===== config.mk =====
export PLATFORM = sky130hd
export DESIGN_NAME = spq_cell
export DESIGN_NICKNAME = d
export VERILOG_FILES = /design/src/rtl/core/spq_pkg.sv /design/src/rtl/core/spq_cell.sv
export SDC_FILE = /design/constraint.sdc
export NUM_CORES = 1
export LEC_CHECK = 0
export ABC_AREA = 1
export BUFFER_PORTS_ARGS = -buffer_cell sky130_fd_sc_hd__buf_4
export CORE_AREA = 4 4 173 175
export DETAILED_ROUTE_END_ITERATION = 7
export DIE_AREA = 0 0 177 179
export GPL_TIMING_DRIVEN = 0
export PLACE_DENSITY = 0.54
export SLEW_MARGIN = 30
export SYNTH_ARGS = -nofsm -noshare
export SYNTH_HDL_FRONTEND = slang
export SYNTH_SLANG_ARGS = --single-unit

===== constraint.sdc =====
create_clock -name clk -period 7.8 [get_ports clk]
set_input_delay 1.17 -clock clk [delete_from_list [all_inputs] [get_ports clk]]
set_output_delay 1.17 -clock clk [all_outputs]
set_load 0.02 [all_outputs]

===== src/rtl/core/spq_pkg.sv =====
// Package for the sorted priority queue: sizes, opcodes, entry and cell-control types.
// Used by spq_cell and sorted_priority_queue_keyed_update; depends on nothing.
package spq_pkg;

  localparam int Depth    = 32;
  localparam int IdxW     = $clog2(Depth);
  localparam int CntW     = $clog2(Depth + 1);
  localparam int TagW     = 32;
  localparam int PrioW    = 16;
  localparam int TimeW    = 64;
  localparam int OpW      = 3;
  localparam int InDataW  = 120;
  localparam int OutDataW = 112;

  localparam logic [OpW-1:0] OP_ADMIT  = 3'd0;
  localparam logic [OpW-1:0] OP_POP    = 3'd1;
  localparam logic [OpW-1:0] OP_PEEK   = 3'd2;
  localparam logic [OpW-1:0] OP_REMOVE = 3'd3;
  localparam logic [OpW-1:0] OP_UPDATE = 3'd4;
  localparam logic [OpW-1:0] OP_LIST   = 3'd5;

  typedef struct packed {
    logic [TagW-1:0]         tag;
    logic signed [PrioW-1:0] prio;
    logic [TimeW-1:0]        tstamp;
  } entry_t;

  // What one cell does at the next edge.
  typedef enum logic [1:0] {
    CELL_HOLD,
    CELL_LOAD,
    CELL_FROM_PREV,
    CELL_FROM_NEXT
  } cell_act_t;

  typedef struct packed {
    cell_act_t act;
    entry_t    load;
  } cell_ctl_t;

  typedef enum logic [1:0] {
    ST_IDLE,
    ST_REINS,
    ST_LIST
  } state_t;

  // True if stored entry e has a key equal to or better than (p, t).
  function automatic logic at_least(entry_t e, logic signed [PrioW-1:0] p,
                                    logic [TimeW-1:0] t);
    logic r;
    if (e.prio != p) r = (e.prio > p);
    else r = (e.tstamp <= t);
    return r;
  endfunction

endpackage


===== src/rtl/core/spq_cell.sv =====
// One slot of the sorted shift chain: holds an entry, takes it from either neighbor or a load.
// Depends on spq_pkg.
module spq_cell (
  input  logic               clk,
  input  spq_pkg::cell_ctl_t ctl,
  input  spq_pkg::entry_t    prev_entry,
  input  spq_pkg::entry_t    next_entry,
  output spq_pkg::entry_t    entry
);

  spq_pkg::entry_t entry_r;
  spq_pkg::entry_t entry_nxt;

  // Select the next content of the slot.
  always_comb begin
    case (ctl.act)
      spq_pkg::CELL_LOAD:      entry_nxt = ctl.load;
      spq_pkg::CELL_FROM_PREV: entry_nxt = prev_entry;
      spq_pkg::CELL_FROM_NEXT: entry_nxt = next_entry;
      default:                 entry_nxt = entry_r;
    endcase
  end

  always_ff @(posedge clk) begin
    entry_r <= entry_nxt;
  end

  assign entry = entry_r;

endmodule


---- Word-level counts from Yosys, hierarchy flattened ----
Index checks and enable logic that the tools add are counted.
word-level totals
  bits of input ports ..................... 339
  output and inout bits ................... 112
  word-level logic and storage cells ...... 8
  register bits ........................... 112
operators by class
  eq/ne operators ......................... 3
  reductions and logical operators ........ 1
  mux-type cells .......................... 1
operators with widths
  kind                  count
  $pmux W112 S3         1
  $eq A2 B2 Y1 const B  2
  $reduce_bool A3 Y1    1
  $eq A2 B1 Y1 const B  1

---- Depth between registers and ports, before layout ----
  depth in word-level cells ............... 2
  depth in mapped cells ................... 6
  depth with buffers taken out ............ 3

---- Least setup slack after synthesis ----
No wires, ideal clock.
  kind .................................... input-to-reg
  from .................................... input ctl[113] (netlist bit)
  to ...................................... register entry_r, in the netlist entry[0] (enable)
  data required time ...................... 6.791 ns
  setup time .............................. 1.009 ns
  stages .................................. 5
  path slack .............................. 3.314 ns
  data arrival time ....................... 3.477 ns
  buffers on the path ..................... 3
  cell sequence ........................... buf_4 inv_2 buf_6 buf_4 nand2_1
between the ends
  word-level cells in the longest chain between the ends .. 2
  elaborated cells between the ends (all ways) .. 4
  classes of those cells .................. eq/ne: 3; reduce/logical: 1
ends and longest elaborated chain
  item                                          RTL line        text
  start: declaration                            spq_cell.sv:5   input spq_pkg::cell_ctl_t ctl,
  $eq A2 B2 Y1 or $eq A2 B1 Y1 (tied branches)  spq_cell.sv:16  case (ctl.act)
  $reduce_bool A3 Y1 (no source line) *         --
  end signal: assignment                        spq_cell.sv:25  entry_r <= entry_nxt;
  end: declaration                              spq_cell.sv:11  spq_pkg::entry_t entry_r;
Every way passes the cells marked *; elsewhere a longest branch is shown, timed or not.
A chain may end at the register's enable or synchronous reset.

---- Final worst setup path ----
  from .................................... input ctl[113] (netlist bit)
  to ...................................... register entry_r, in the netlist entry[64] (enable)
Same word-level chain as after synthesis.

==> summary.md <==
| Metric | Value |
|---|---|
| Status | completed |
| Hold Vio Cnt, Final | 0 |
| TNS Setup | 0 ps |
| Min-delay worst type | in2reg |
| Max Slew Vio Count | 0 |
| Setup CP Type | in2reg |
| Met2 Usage GRT | 31.13% |
| Core area | 28470 um2 |
| Cts hold-fix bufs | 0 |
| Die X | 177 um |
| Number of clock sinks | 112 |
| RSZ-0062 raised after global routing | no |
| Post-DR wirelength/cell | 20.41 um |
| Sequential area share after synthesis | 57.30% |
| Antenna-violating nets left | 0 |
| Critical path fanouts, max | 42 |
| Leakage power | 4.689 nW |
| First-pass GRT wire length | 42050 um |
| DRT iter0 DRCs | 447 |
| Die Span Y | 179 um |
| Syn_nets | 964 |
| Critical path startpoint | ctl[113] |
| Synth Area per Inst | 9.391 um2 |
| Clk slew on worst S/H paths | 90 ps |
| Post-DR vias/cell | 4.625 |
| Num CTS Buffers | 9 |
| Worst Max-Slew Pin Slew | 591.9 ps |
| Final setup vio count | 0 |
| Detailed-router iteration count before antenna repair | 5 |
| Total Routing Usage GR | 17.67% |
| Max cap viols | 0 |
| Layout cells sized above 1 | 47.94% |
| P_int | 1.208 mW |
| Clk root buf | clkbuf_16 |
| Final #Nets | 1425 |
| P&R area growth vs syn | 71.07% |
| Post-CTS setup buffers | 0 |
| Power Total | 1.738 mW |
| Startpoint Class | input pin |
| # diodes | 0 |
| Net Switching | 529.7 uW |
| Synth Instances | 625 |
| Routing usage on met3 | 5.525% |
| Maximum vdd drop | 81.23 uV |
| Clk pwr share | 26.4% |
| GPL Wtd Cong | 0.8616 |
| I/O pin count | 451 |
| Register area | 3363 um2 |
| Pwr per Cell Area | 173.1 nW/um2 |
| Num rows | 62 |
| Full die area | 31680 um2 |
| Fillers | 2989 |
| Crit end category | flip-flop |
| Seq cells post-synth | 112 |
| # DRC | 0 |
| GR Util met1 | 20.60% |
| FMAX | 376.4 MHz |
| Most common cell after layout, fill and taps aside | buf_4 |
| Most frequent cells in the layout | buf_4, nand3_1, nand2_1, edfxtp_1, buf_2 |
| Max FFs per register | 112 |
| Starting Density | 20.62% |
| Final Instance Area | 10040 um2 |
| Vias | 6822 |
| Distinct cells, synth | 8 |
| Sw frac | 30.47% |
| Worst Hold Slack | 1098 ps |
| Hold_sp | ctl[40] |
| Routed wire length | 30110 um |
| Largest net degree at the start of global routing | 43 |
| Period utilization | 34.06% |
| Dpl cell area | 9768 um2 |
| Comb power frac | 29.5% |
| HPWL after DPL | 23560 um |
| CTS tree | built |
| Max Root-Sink Buffers | 2 |
| Area occupied by multi-input gates | 2113 um2 |
| Period minus WS final | 2657 ps |
| Sequential share of power | 44.1% |
| Critical Path RT | 7840 ps |
| YS warnings | 0 |
| Netlist Area Pre-Place | 5869 um2 |
| Vias in the first global route | 6933 |
| # port buffers | 448 |
| # resized after CTS | 0 |
| GR peak layer | met2 |
| WP data arrival | 2690 ps |
| Grt ovf | 0 |
| Slew headroom | 60.54% |
| H-tree depth | 3 |
| Initial antenna violation count | 2 |
==> power groups by stage <==
stage	Combinational, mW	Clock [mW]	Sequential, mW
2_1_floorplan	0.114	0	0.878
3_3_place_gp	0.512	0	0.784
6_report	0.513	0.458	0.767
5_1_grt	0.547	0.496	0.774
4_1_cts	0.518	0.475	0.768
3_5_place_dp	0.518	0	0.781
==> cells by family (layout without fill, tap and decap cells) <==
logic type	count (synthesis)	after routing	share of synthesized area [%]
simple gates	449	449	35.88
flops	112	112	57.30
buf+inv	64	530	6.822
==> final timing paths <==
path,end,slack (ps),cells after the start
max,entry[64]$_DFFE_PP_,5140,6
min,entry[40]$_DFFE_PP_,1100,3
==> cell type report <==
class                   count  share of cell area [%]
repair buffers            450                   33.97
flip-flops and latches    112                   33.50
multi-input cells         449                   21.05
well taps                 384                   4.785
plain buffers              62                   3.913
clock buffers               9                   2.243
clock inverters             7                  0.4735
inverters                   2                 0.07477
==> metal layers <==
layer / part of all wire, % / vias to the layer above
li1: - / 3190
met1: 38 / 3210
met2: 49 / 381
met3: 9.7 / 39
met4: 2.4 / 2
met5: 0.066 / -
==> cells in the mapped netlist <==
master | n | area, um2
buf_4 | 31 | 232.7
clkbuf_1 | 6 | 22.52
inv_2 | 2 | 7.510
buf_6 | 2 | 22.52
nand2_1 | 113 | 424.2
buf_2 | 23 | 115.1
edfxtp_1 | 112 | 3363
nand3_1 | 336 | 1682
==> critical path: stages <==
cell     delay, ps
buf_4          240
inv_2          100
buf_6          180
buf_4          190
nand2_4        440
buf_16         290
==> through the flow <==
step / setup slack [ps] / std cells / util, %
final: 5143 / 1475 / 35.27
after global routing: 5038 / 1475 / 35.27
after CTS: 5084 / 1475 / 35.27
after detailed placement: 4700 / 1459 / 34.31
after global placement: 1281 / 1457 / 34.12
after floorplan: 3314 / 625 / -
Note: power is estimated with default switching activity, not from simulation.
